[src/rtl/core/pds_pkg.sv]
// Shared types, constants and helper functions for the pedometer step detector.
// Used by pedometer_step_detector; has no dependencies of its own.
package pds_pkg;

    // Window depth that the ring memory is built for by default.
    localparam int MAX_WINDOW_DEF = 64;

    // Widths of the fixed fields.
    localparam int ACCEL_W    = 16;
    localparam int NORM_W     = 17;
    localparam int BASELINE_W = 17;
    localparam int MARGIN_W   = 16;
    localparam int WSIZE_W    = 7;
    localparam int TOTAL_W    = 32;
    localparam int LEVEL_W    = 3;
    localparam int MOD15_W    = 4;
    localparam int BASE_SUM_W = BASELINE_W + 1;

    // Stream and configuration port widths.
    localparam int S_TDATA_W = 48;
    localparam int M_TDATA_W = 40;
    localparam int CFG_IDX_W = 2;
    localparam int CFG_DATA_W = BASELINE_W;

    // Register reset values.
    localparam logic [BASELINE_W-1:0] BASELINE_RST = 17'd7424;
    localparam logic [MARGIN_W-1:0]   STEP_MARGIN_RST  = 16'd512;
    localparam logic [MARGIN_W-1:0]   REARM_MARGIN_RST = 16'd256;
    localparam logic [WSIZE_W-1:0]    WSIZE_RST = 7'd16;

    // Reward rule: one level per fifteen steps, capped.
    localparam logic [MOD15_W-1:0] STEPS_PER_LEVEL = 4'd15;
    localparam logic [LEVEL_W-1:0] LEVEL_MAX = 3'd5;

    typedef enum logic [CFG_IDX_W-1:0] {
        CFG_BASELINE     = 2'd0,
        CFG_STEP_MARGIN  = 2'd1,
        CFG_REARM_MARGIN = 2'd2,
        CFG_WINDOW_SIZE  = 2'd3
    } cfg_idx_t;

    // Magnitude of a two's complement sample; the most negative code gives 32768.
    function automatic logic [NORM_W-1:0] accel_mag(input logic [ACCEL_W-1:0] v);
        logic [NORM_W-1:0] ext;
        ext = {1'b0, v};
        if (v[ACCEL_W-1])
            return (NORM_W'(1) << ACCEL_W) - ext;
        else
            return ext;
    endfunction

endpackage

[src/rtl/core/pedometer_step_detector.sv]
// Pedometer step detector top level: L1 norm, moving-average window and step logic.
// Depends on pds_pkg for widths and constants and on pds_ram for the norm ring.
//
// Takes one acceleration sample per clock unless the output stalls, and delivers one
// result item per sample. The result is presented once the sample has passed the input
// stage and the output register. Throughput is one item per cycle while the output is
// not stalled: the sample's norm and the ring read are registered at acceptance, and
// the running sum, threshold tests and counters are updated as the item moves on and
// the result register loads. The ring is a RAM; a flag that is set once the ring
// position has wrapped makes entries not yet written read as zero, so reset and a
// window_size write clear it at once, with no clearing pass. The step and re-arm
// bounds are registered products of the configuration and settle in the cycle after
// a configuration write. A full output register stalls the input only once the
// stage in front of it is also occupied.
module pedometer_step_detector
    import pds_pkg::*;
#(
    parameter int MAX_WINDOW = MAX_WINDOW_DEF
) (
    input  logic                  clk,
    input  logic                  rst_n,
    // Sample stream. s_tdata: accel_x [15:0], accel_y [31:16], accel_z [47:32].
    input  logic                  s_tvalid,
    output logic                  s_tready,
    input  logic [S_TDATA_W-1:0]  s_tdata,
    // Result stream. m_tdata: step_now [0], step_total [32:1],
    // happiness_level [35:33], zero padding [39:36].
    output logic                  m_tvalid,
    input  logic                  m_tready,
    output logic [M_TDATA_W-1:0]  m_tdata,
    // Configuration writes.
    input  logic                  cfg_valid,
    output logic                  cfg_ready,
    input  logic [CFG_IDX_W-1:0]  cfg_index,
    input  logic [CFG_DATA_W-1:0] cfg_data
);

    localparam int POS_W = $clog2(MAX_WINDOW);
    localparam int WIN_W = $clog2(MAX_WINDOW + 1);
    localparam int SUM_W = NORM_W + WIN_W;
    localparam int BND_W = BASE_SUM_W + WIN_W;

    // Configuration registers.
    logic [BASELINE_W-1:0] baseline_reg;
    logic [MARGIN_W-1:0]   step_margin_reg;
    logic [MARGIN_W-1:0]   rearm_margin_reg;
    logic [WSIZE_W-1:0]    window_size_reg;
    logic                  cfg_fire;
    logic                  window_wr;

    // Derived window length and bounds.
    logic [WIN_W-1:0]      win_n;
    logic [BASE_SUM_W-1:0] high_base;
    logic [BASE_SUM_W-1:0] low_base;
    logic [BND_W-1:0]      high_bound_reg;
    logic [BND_W-1:0]      low_bound_reg;

    // Ring position and fill flag.
    logic [POS_W-1:0]      pos_reg;
    logic [POS_W-1:0]      pos_cur;
    logic [POS_W-1:0]      pos_next;
    logic                  ring_full_reg;

    // Input stage.
    logic                  accept;
    logic [NORM_W-1:0]     norm_in;
    logic                  s1_valid_reg;
    logic [NORM_W-1:0]     s1_norm_reg;
    logic [POS_W-1:0]      s1_pos_reg;
    logic                  s1_old_valid_reg;
    logic                  s1_fwd_reg;
    logic [NORM_W-1:0]     s1_fwd_data_reg;
    logic                  s1_adv;
    logic [NORM_W-1:0]     ram_rd_data;
    logic [NORM_W-1:0]     old_norm;

    // Detector state.
    logic [SUM_W-1:0]      sum_reg;
    logic [SUM_W-1:0]      sum_next;
    logic                  disarmed_reg;
    logic                  disarmed_next;
    logic [TOTAL_W-1:0]    steps_reg;
    logic [TOTAL_W-1:0]    steps_next;
    logic [MOD15_W-1:0]    mod15_reg;
    logic [MOD15_W-1:0]    mod15_next;
    logic [LEVEL_W-1:0]    level_reg;
    logic [LEVEL_W-1:0]    level_next;
    logic                  step_hit;

    // Output register.
    logic                  m_tvalid_reg;
    logic                  out_free;
    logic                  out_step_reg;
    logic [TOTAL_W-1:0]    out_total_reg;
    logic [LEVEL_W-1:0]    out_level_reg;

    assign cfg_ready = 1'b1;
    assign cfg_fire  = cfg_valid && cfg_ready;
    assign window_wr = cfg_fire && (cfg_index == CFG_WINDOW_SIZE);

    always_ff @(posedge clk or negedge rst_n)
    begin
        if (!rst_n)
        begin
            baseline_reg     <= BASELINE_RST;
            step_margin_reg  <= STEP_MARGIN_RST;
            rearm_margin_reg <= REARM_MARGIN_RST;
            window_size_reg  <= WSIZE_RST;
        end
        else if (cfg_fire)
        begin
            case (cfg_index)
                CFG_BASELINE:     baseline_reg     <= cfg_data;
                CFG_STEP_MARGIN:  step_margin_reg  <= cfg_data[MARGIN_W-1:0];
                CFG_REARM_MARGIN: rearm_margin_reg <= cfg_data[MARGIN_W-1:0];
                CFG_WINDOW_SIZE:  window_size_reg  <= cfg_data[WSIZE_W-1:0];
                default:          ;
            endcase
        end
    end

    // A window size of zero acts as one; sizes above the ring depth saturate.
    always_comb
    begin
        if (window_size_reg == '0)
            win_n = WIN_W'(1);
        else if (32'(window_size_reg) > 32'(MAX_WINDOW))
            win_n = WIN_W'(MAX_WINDOW);
        else
            win_n = WIN_W'(window_size_reg);
    end

    assign high_base = BASE_SUM_W'(baseline_reg) + BASE_SUM_W'(step_margin_reg);
    assign low_base  = BASE_SUM_W'(baseline_reg) + BASE_SUM_W'(rearm_margin_reg);

    always_ff @(posedge clk or negedge rst_n)
    begin
        if (!rst_n)
        begin
            high_bound_reg <= '0;
            low_bound_reg  <= '0;
        end
        else
        begin
            high_bound_reg <= BND_W'(high_base) * BND_W'(win_n);
            low_bound_reg  <= BND_W'(low_base) * BND_W'(win_n);
        end
    end

    // Handshake: the input stage frees up whenever it hands its item on.
    assign out_free = !m_tvalid_reg || m_tready;
    assign s1_adv   = s1_valid_reg && out_free;
    assign s_tready = !s1_valid_reg || s1_adv;
    assign accept   = s_tvalid && s_tready;

    assign norm_in = accel_mag(s_tdata[15:0]) + accel_mag(s_tdata[31:16])
                   + accel_mag(s_tdata[47:32]);

    always_comb
    begin
        if (32'(pos_reg) >= 32'(win_n))
            pos_cur = '0;
        else
            pos_cur = pos_reg;
        if (32'(pos_cur) + 32'd1 >= 32'(win_n))
            pos_next = '0;
        else
            pos_next = POS_W'(32'(pos_cur) + 32'd1);
    end

    pds_ram #(
        .WIDTH (NORM_W),
        .DEPTH (MAX_WINDOW)
    ) u_ring (
        .clk     (clk),
        .wr_en   (s1_adv),
        .wr_addr (s1_pos_reg),
        .wr_data (s1_norm_reg),
        .rd_en   (accept),
        .rd_addr (pos_cur),
        .rd_data (ram_rd_data)
    );

    always_ff @(posedge clk or negedge rst_n)
    begin
        if (!rst_n)
        begin
            s1_valid_reg <= 1'b0;
        end
        else if (accept)
        begin
            s1_valid_reg <= 1'b1;
        end
        else if (s1_adv)
        begin
            s1_valid_reg <= 1'b0;
        end
    end

    // When the item ahead writes the entry being read in the same cycle, the
    // RAM output is stale and the written norm is taken instead. Until the
    // position wraps for the first time after a clear, every entry read is
    // one that has not been written yet.
    always_ff @(posedge clk)
    begin
        if (accept)
        begin
            s1_norm_reg      <= norm_in;
            s1_pos_reg       <= pos_cur;
            s1_old_valid_reg <= ring_full_reg;
            s1_fwd_reg       <= s1_adv && (s1_pos_reg == pos_cur);
            s1_fwd_data_reg  <= s1_norm_reg;
        end
    end

    always_ff @(posedge clk or negedge rst_n)
    begin
        if (!rst_n)
        begin
            pos_reg       <= '0;
            ring_full_reg <= 1'b0;
        end
        else if (window_wr)
        begin
            pos_reg       <= '0;
            ring_full_reg <= 1'b0;
        end
        else if (accept)
        begin
            pos_reg <= pos_next;
            if (pos_next == '0)
            begin
                ring_full_reg <= 1'b1;
            end
        end
    end

    always_comb
    begin
        if (s1_fwd_reg)
            old_norm = s1_fwd_data_reg;
        else if (s1_old_valid_reg)
            old_norm = ram_rd_data;
        else
            old_norm = '0;
    end

    // The outgoing entry is part of the sum, so the subtraction never wraps.
    assign sum_next = sum_reg - SUM_W'(old_norm) + SUM_W'(s1_norm_reg);
    assign step_hit = (BND_W'(sum_next) > high_bound_reg) && !disarmed_reg;

    always_comb
    begin
        steps_next    = steps_reg;
        mod15_next    = mod15_reg;
        level_next    = level_reg;
        disarmed_next = disarmed_reg;
        if (step_hit)
        begin
            steps_next    = steps_reg + TOTAL_W'(1);
            disarmed_next = 1'b1;
            if (mod15_reg + MOD15_W'(1) >= STEPS_PER_LEVEL)
            begin
                mod15_next = '0;
                if (level_reg < LEVEL_MAX)
                    level_next = level_reg + LEVEL_W'(1);
            end
            else
            begin
                mod15_next = mod15_reg + MOD15_W'(1);
            end
        end
        if (BND_W'(sum_next) < low_bound_reg)
            disarmed_next = 1'b0;
    end

    always_ff @(posedge clk or negedge rst_n)
    begin
        if (!rst_n)
        begin
            sum_reg      <= '0;
            disarmed_reg <= 1'b0;
            steps_reg    <= '0;
            mod15_reg    <= '0;
            level_reg    <= '0;
        end
        else if (window_wr)
        begin
            sum_reg <= '0;
        end
        else if (s1_adv)
        begin
            sum_reg      <= sum_next;
            disarmed_reg <= disarmed_next;
            steps_reg    <= steps_next;
            mod15_reg    <= mod15_next;
            level_reg    <= level_next;
        end
    end

    always_ff @(posedge clk or negedge rst_n)
    begin
        if (!rst_n)
        begin
            m_tvalid_reg <= 1'b0;
        end
        else if (s1_adv)
        begin
            m_tvalid_reg <= 1'b1;
        end
        else if (m_tready)
        begin
            m_tvalid_reg <= 1'b0;
        end
    end

    always_ff @(posedge clk)
    begin
        if (s1_adv)
        begin
            out_step_reg  <= step_hit;
            out_total_reg <= steps_next;
            out_level_reg <= level_next;
        end
    end

    assign m_tvalid = m_tvalid_reg;
    assign m_tdata  = {4'd0, out_level_reg, out_total_reg, out_step_reg};

`ifndef SYNTHESIS
    a_level_capped: assert property (@(posedge clk) disable iff (!rst_n)
        level_reg <= LEVEL_MAX)
        else $error("reward level above its cap");

    a_mod15_range: assert property (@(posedge clk) disable iff (!rst_n)
        mod15_reg < STEPS_PER_LEVEL)
        else $error("step phase counter out of range");

    a_pos_in_window: assert property (@(posedge clk) disable iff (!rst_n)
        32'(pos_reg) < 32'(win_n))
        else $error("ring position outside the active window");

    a_step_counts: assert property (@(posedge clk) disable iff (!rst_n)
        (s1_adv && step_hit && !window_wr) |=>
            (steps_reg == $past(steps_reg) + TOTAL_W'(1)))
        else $error("counted step did not advance the total");

    a_stall_keeps_result: assert property (@(posedge clk) disable iff (!rst_n)
        (m_tvalid_reg && !m_tready) |=> (m_tvalid_reg && $stable(out_total_reg)))
        else $error("stalled result changed");
`endif

endmodule

[src/rtl/core/pds_ram.sv]
// Generic single-write, single-read RAM with a registered read port.
// Holds the norm ring of the pedometer step detector; no package dependencies.
module pds_ram #(
    parameter int WIDTH = 17,
    parameter int DEPTH = 64
) (
    input  logic                     clk,
    input  logic                     wr_en,
    input  logic [$clog2(DEPTH)-1:0] wr_addr,
    input  logic [WIDTH-1:0]         wr_data,
    input  logic                     rd_en,
    input  logic [$clog2(DEPTH)-1:0] rd_addr,
    output logic [WIDTH-1:0]         rd_data
);

    logic [WIDTH-1:0] mem [DEPTH];

    always_ff @(posedge clk)
    begin
        if (wr_en)
        begin
            mem[wr_addr] <= wr_data;
        end
        if (rd_en)
        begin
            rd_data <= mem[rd_addr];
        end
    end

endmodule

[config.mk]
export PLATFORM = sky130hd
export DESIGN_NAME = pedometer_step_detector
export DESIGN_NICKNAME = d
export VERILOG_FILES = /design/src/rtl/core/pds_pkg.sv /design/src/rtl/core/pedometer_step_detector.sv /design/src/rtl/core/pds_ram.sv
export SDC_FILE = /design/constraint.sdc
export NUM_CORES = 2
export LEC_CHECK = 0
export BUFFER_PORTS_ARGS = -buffer_cell sky130_fd_sc_hd__buf_2
export CAP_MARGIN = 0
export CORE_ASPECT_RATIO = 1.4
export CORE_UTILIZATION = 30
export CTS_CLUSTER_SIZE = 12
export DETAILED_ROUTE_END_ITERATION = 8
export PLACE_DENSITY = 0.53
export RECOVER_POWER = 25
export SLEW_MARGIN = 15
export SYNTH_ARGS = -nofsm -noshare
export SYNTH_HDL_FRONTEND = slang
export SYNTH_HIERARCHICAL = 1
export SYNTH_SLANG_ARGS = --single-unit
[constraint.sdc]
create_clock -name clk -period 7.9 [get_ports clk]
set_input_delay 1.185 -clock clk [delete_from_list [all_inputs] [get_ports clk]]
set_output_delay 1.185 -clock clk [all_outputs]
set_load 0.03 [all_outputs]
## Word level (Yosys, flattened, before mapping)

Memory sizes are Yosys's and may differ from the RTL's. A register that Yosys moved wholly into a read port is not among the register bits.
Index checks and enable logic that the tools add are counted.

- Bits of input ports: 72
- Memories kept: 1
- Logic and storage cells: 107
- Output and inout port bits: 43
- Bits in registers: 257
- RAM bits: 1,088

Memory list:

| memory | depth | bits a word | rd ports | clocked after Yosys merged registers in | wr ports | RTL line | source |
|---|---|---|---|---|---|---|---|
| u_ring.mem | 64 | 17 | 1 | 1 | 1 | pds_ram.sv:16 | `logic [WIDTH-1:0] mem [DEPTH];` |

- Mux-type cells: 29
- Bitwise operators: 1
- Equal/unequal tests: 4
- $add $sub $neg: 13
- $mul: 2
- Magnitude comparators: 7
- Reduce and logical (&&, ||, !) cells: 27

Operators by type and width:

| kind | count |
|---|---|
| two-way mux 17 bit | 5 |
| subtractor 17 x 16 -> 17 bit, first input constant | 3 |
| multiplier 18 x 7 -> 25 bit | 2 |
| two-way mux 24 bit | 2 |
| adder 17 x 16 -> 18 bit | 2 |
| adder 17 bit | 2 |
| adder 32 x 1 -> 32 bit, second input constant | 1 |
| greater-or-equal comparator 32 x 7 -> 1 bit | 1 |
| two-way mux 32 bit | 1 |
| greater-than comparator 24 x 25 -> 1 bit | 1 |
| < comparator 24 x 25 -> 1 bit | 1 |
| adder 24 x 17 -> 24 bit | 1 |
| two-way mux 6 bit | 4 |
| subtractor 24 x 17 -> 24 bit | 1 |
| two-way mux 7 bit | 2 |
| AND reduction 2 bit | 6 |
| nonzero test 2 bit | 6 |
| two-way mux 1 bit | 11 |
| two-way mux 3 bit | 3 |
| adder 6 x 1 -> 7 bit, second input constant | 1 |
| greater-or-equal comparator 6 x 7 -> 1 bit | 1 |
| greater-than comparator 7 bit, second input constant | 1 |
| logical NOT 7 bit | 1 |
| equality test 6 bit | 1 |
| other kinds (14) | 23 |

## Depth between registers and ports, before layout

- Depth after elaboration: 12
- Depth in mapped cells: 27
- Gate-level depth less buffers: 26

## Hierarchy

The synthesis kept the hierarchy.

Modules (own cells, without submodules):

| module | cells each | instances | area each (sq um) | sequential area each (sq um) |
|---|---|---|---|---|
| pds_ram | 1,953 | 1 | 42,514.5 | 33,181.8 |
| pedometer_step_detector | 2,489 | 1 | 23,862.9 | 6,830.3 |

## Worst setup path after synthesis

No wires, ideal clock.

- Path kind: register to register
- From: register baseline_reg[0]
- To: register high_bound_reg[23]
- Period minus slack after synthesis: 6,377 ps
- Cell stages (with the launch flop): 25
- Setup slack: 1,523 ps
- Library setup time: 87 ps
- Data arrival time: 6,290 ps
- Path buffers: 0
- Required time: 7,813 ps
- Path through: dfrtp_1 ha_1 fa_1 a21o_1 a21oi_1 nor2b_1 o41ai_1 o311ai_1 nand2_1 xor2_1 nor2_1 fa_1 fa_1 fa_1 inv_1 fa_1 inv_1 ha_1 a21o_1 a21oi_1 nand2b_1 o221ai_2 o41ai_2 or4b_1 o211ai_1

- Longest elaborated chain between the ends: 2

Ends and longest elaborated chain:

| element | RTL line | source |
|---|---|---|
| from (decl) | pedometer_step_detector.sv:44 | `logic [BASELINE_W-1:0] baseline_reg;` |
| from (signal assigned) | pedometer_step_detector.sv:113 | `CFG_BASELINE: baseline_reg <= cfg_data;` |
| adder 17 x 16 -> 18 bit | pedometer_step_detector.sv:133 | `assign high_base = BASE_SUM_W'(baseline_reg) + BASE_SUM_W'(step_margin_reg);` |
| multiplier 18 x 7 -> 25 bit | pedometer_step_detector.sv:145 | `high_bound_reg <= BND_W'(high_base) * BND_W'(win_n);` |
| to (signal assigned) | pedometer_step_detector.sv:145 |  |
| to (decl) | pedometer_step_detector.sv:55 | `logic [BND_W-1:0] high_bound_reg;` |

Every way passes these cells.
A chain may end at the register's enable or synchronous reset.

## Final worst setup path

Same ends and word-level chain as after synthesis.

==> results.md <==
- The minimum clock period after layout is between 7 and 8 ns.
- STA classifies the critical path endpoint as a register.
- The post-detailed-placement half-perimeter wirelength is about 120 mm.
- The area growth from synthesis to final layout is 13.3%.
- After synthesis the cells add up to around 66000 um^2.
- The register with the most flip-flops in the layout has roughly 1100 of them.
- After global routing the overflow that remains totals 0.
- The run finished, with violations left.
- In this run, synthesis produced a sequential element count of roughly 1400.
- In the final design database the tool counted 5169 nets.
- The number of hold buffers added after cts is 0.
- The initial utilization of the core area, before any placement, comes to roughly 30%.
- In this run the deepest clock path goes through 3 buffers.
- The number of unique standard cell types used by synthesis is between 80 and 90.
- The dominant cell type by count on the critical path is fa_1.
- Of the synthesized area, sequential elements account for roughly three fifths.
- The number of DRC markers after the initial detailed-route iteration is between 2000 and 3000.
- The final standard cell utilization of the core is ~34%.
- IR analysis of the VDD net gives a maximum drop of between 200 and 300 uV.
- The class of the worst hold path is register to register.
- The count of vias placed by the detailed router is approximately 38000.
- The gate count after technology mapping is between 4000 and 5000.
- By count the netlist is led by 1183 x edfxtp_1, 358 x nor2_1, 278 x inv_1, 225 x ha_1, 216 x mux4_2.
- The post-detailed-routing wire length is between 150 and 200 mm.
- From bottom edge to top edge, the die measures approximately 560 um.
- The clock edge transition at the registers on the reported setup and hold paths is roughly 0.060 ns.
- The layout cell share with drive strength beyond 1 is 16.5%.
- Derived from the worst setup path, the maximum achievable clock frequency is about 140 MHz.
- In this run the worst path has a maximum fanout of 7.
- The mean instance size in the synthesized netlist is 14.9 um^2.
- The initial antenna violation count is 4.
- Across the run, the number of max-cap violations was 11.
- The critical register-to-register path startpoint is baseline_reg[0].
- The clock arrives with 0.0422 ns of skew.
- The count of buffers from port buffering is between 100 and 150.
- The final weighted congestion in routability-driven placement is ~0.8.
- The via count of the first global-routing pass was ~40000.
- The signal on the critical path passes through ha_1, fa_1, a21o_1, a21oi_1, nor2b_1, o41ai_1, o311ai_0, xnor2_1, nor2_1, fa_1, fa_1, fa_1, inv_1, fa_1, inv_1, ha_1, a21o_1, a21oi_1, nand2b_1, o221ai_2, o41ai_2, or4b_1, o211ai_1.
- The number of nets with antenna violations after routing is 0.
- The die covers roughly 220000 um^2.
- Global routing consumed, over all layers together, between 10% and 20% of the routing resources.
- Setup violations remaining at the end of the flow were counted as 0.
- Once the clock tree was built, the setup fixing pass inserted 0 buffers.
- The TritonCTS clock tree is done.
- Among cell families on the critical path, the largest total delay comes from adder cells.
- The total power is 31.5 mW.
- The clock sink count is 1362.
- The clock network latency to the later pin of the worst-skew pair is roughly 0.8 ns.
- Gates resized during post-CTS repair numbered 0.
- By instance count, the leading cell after synthesis is edfxtp_1.
- The number of remaining DRC errors is 0.
- The period utilization is 91.4%.
- The cell count after placement is 7401.
- The stage delay of the slowest cell on the critical path is about 0.59 ns.
- The number of hold violations in the final report is 0.
- For the pin with the worst max-slew slack, the measured transition is 3.99 ns.
- The pin count of the biggest net entering global routing is 82.
- The startpoint class of the critical path is a register.
- The largest total area in the synthesized netlist belongs to edfxtp_1.
- The required time of the critical path is around 8.6 ns.
- The setup path with the least slack is of type register to register.
- The area share of the largest cell type after synthesis is a little over half.
- The placeable core region is around 220000 um^2.
- The data arrival at the endpoint of the critical path is approximately 7.9 ns.
- For this design the static power due to leakage is roughly 27 nW.
- The slowest stage of the critical path is the o41ai_1 cell.
- Yosys mapped a number of flops with a built-in enable equal to 1183.
- The count of warnings emitted by yosys is 6.
- The final reports fail on capacitance limit, slew limit.
- The first-pass GRT wire length is 261 mm.
- The number of core rows is 203.
- The critical path buffer and inverter count is 2.
- The deepest level of the CTS H-tree is 4.
- The root buffer cell chosen for the clock tree is clkbuf_16.
- The finished layout holds ~7600 standard cells, fillers aside.
- The routed length per placed instance is 23.1 um.
- Setup repair after global routing left no endpoint under its margin.
- The count of TritonRoute iterations in the first routing pass is 5.
- For this run, the leading register cell type out of synthesis is edfxtp_1.
- The number of buffers created by CTS is about 150.
- The remaining max-slew budget at the tightest pin is -166%.
- The final setup TNS is 0 ns.
- The origin of the worst min-delay path is window_size_reg[4].
- Dividing total power by cell area gives a power density of 419 nW/um^2.
- The number of placed I/O pins is 115.
- Dividing the detail-routed via count by the number of cells gives 5.02.
- The final number of max-transition violations is slightly below 700.
- The start point of the critical path is baseline_reg[0].
- The worst hold margin is around 0.48 ns.
- The share of flip-flops with an asynchronous set or reset after synthesis is a little over an eighth.
- After synthesis, the cell types taking the most area are edfxtp_1 54%, mux4_2 7.3%, dfrtp_1 6.5%.
- Measured along the x axis, the die boundary spans between 300 and 400 um.
-- placed cells by master, fill, tap and decap left out, drive strengths merged, types with 24 or more instances in the layout --
cell and n:
ha 225, nand4 25, a21o 43, mux4 216
clkbuf 198, and3 54, dfrtp 172, mux2 66
buf 251, a21oi 108, o21ai 71, xor2 64
clkinv 35, o21a 24, nand3 81, a221oi 46
and2 29, inv 286, fa 194, nor2b 53
a211oi 43, xnor2 145, a22oi 80, nor3 53
edfxtp 1183, nand2 202, nand2b 39, mux2i 133
nor2 358
-- per-stage QoR --
stage	setup slack, ns	area [um^2]
floorplan	1.52	66400
global placement	0.723	71000
detailed placement	0.695	71000
CTS	0.605	75300
global route	0.162	75200
finish	0.677	75200
-- power by group --
group	total [mW]	leakage, nW	switching [mW]	internal (mW)
combinational	15.6	11.9	9.55	6.08
sequential	9.46	12.9	0.384	9.08
clock	6.40	2.10	2.85	3.55
total	31.5	27.0	12.8	18.7
-- path summary, 6_finish.rpt --
check | endpoint | slack [ns] | depth (start not counted)
worst min register to register | window_size_reg[4] | 0.48 | 2
worst max-delay path | high_bound_reg[23] | 0.68 | 23
worst max register to register | high_bound_reg[23] | 0.68 | 23
min in group asynchronous | steps_reg[26] | 1.77 | 1
max in group asynchronous | low_bound_reg[18] | 3.60 | 2
worst min-delay path | window_size_reg[4] | 0.48 | 2
-- layout make-up --
cell class | count | area, um^2
timing repair buffer | 269 | 1800
fill | 21200 | 144000
inverter | 280 | 1060
sequential | 1362 | 40000
antenna | 1 | 2.50
tap | 2870 | 3590
clock buffer | 180 | 3810
multi-input combinational | 2620 | 24400
clock inverter | 46 | 494
-- per-layer routing --
layer | wire length, um | GRT usage, % | vias up
met5 | 0 | 0 | -
met4 | 6640 | 6.07 | 0
met3 | 6620 | 2.05 | 271
met2 | 93500 | 29.1 | 898
met1 | 69300 | 18.4 | 20000
li1 | - | - | 17100
-- worst min-delay path, delay by kind of cell (launching register included) --
family,cells,cell delay [ns]
DFF,1,0.38
and+or+nand+nor,2,0.10
-- logic make-up after synthesis --
logic type,Yosys count,share of synthesized area [%]
flops,1362,60.3
xor+xnor,209,2.76
compound gates,571,6.09
fa+ha+maj,419,10.1
mux,415,10.5
buf+inv,463,3.09
other cells,2,0.0113
simple gates,1001,7.23
Power figures use the tool's default switching activity.
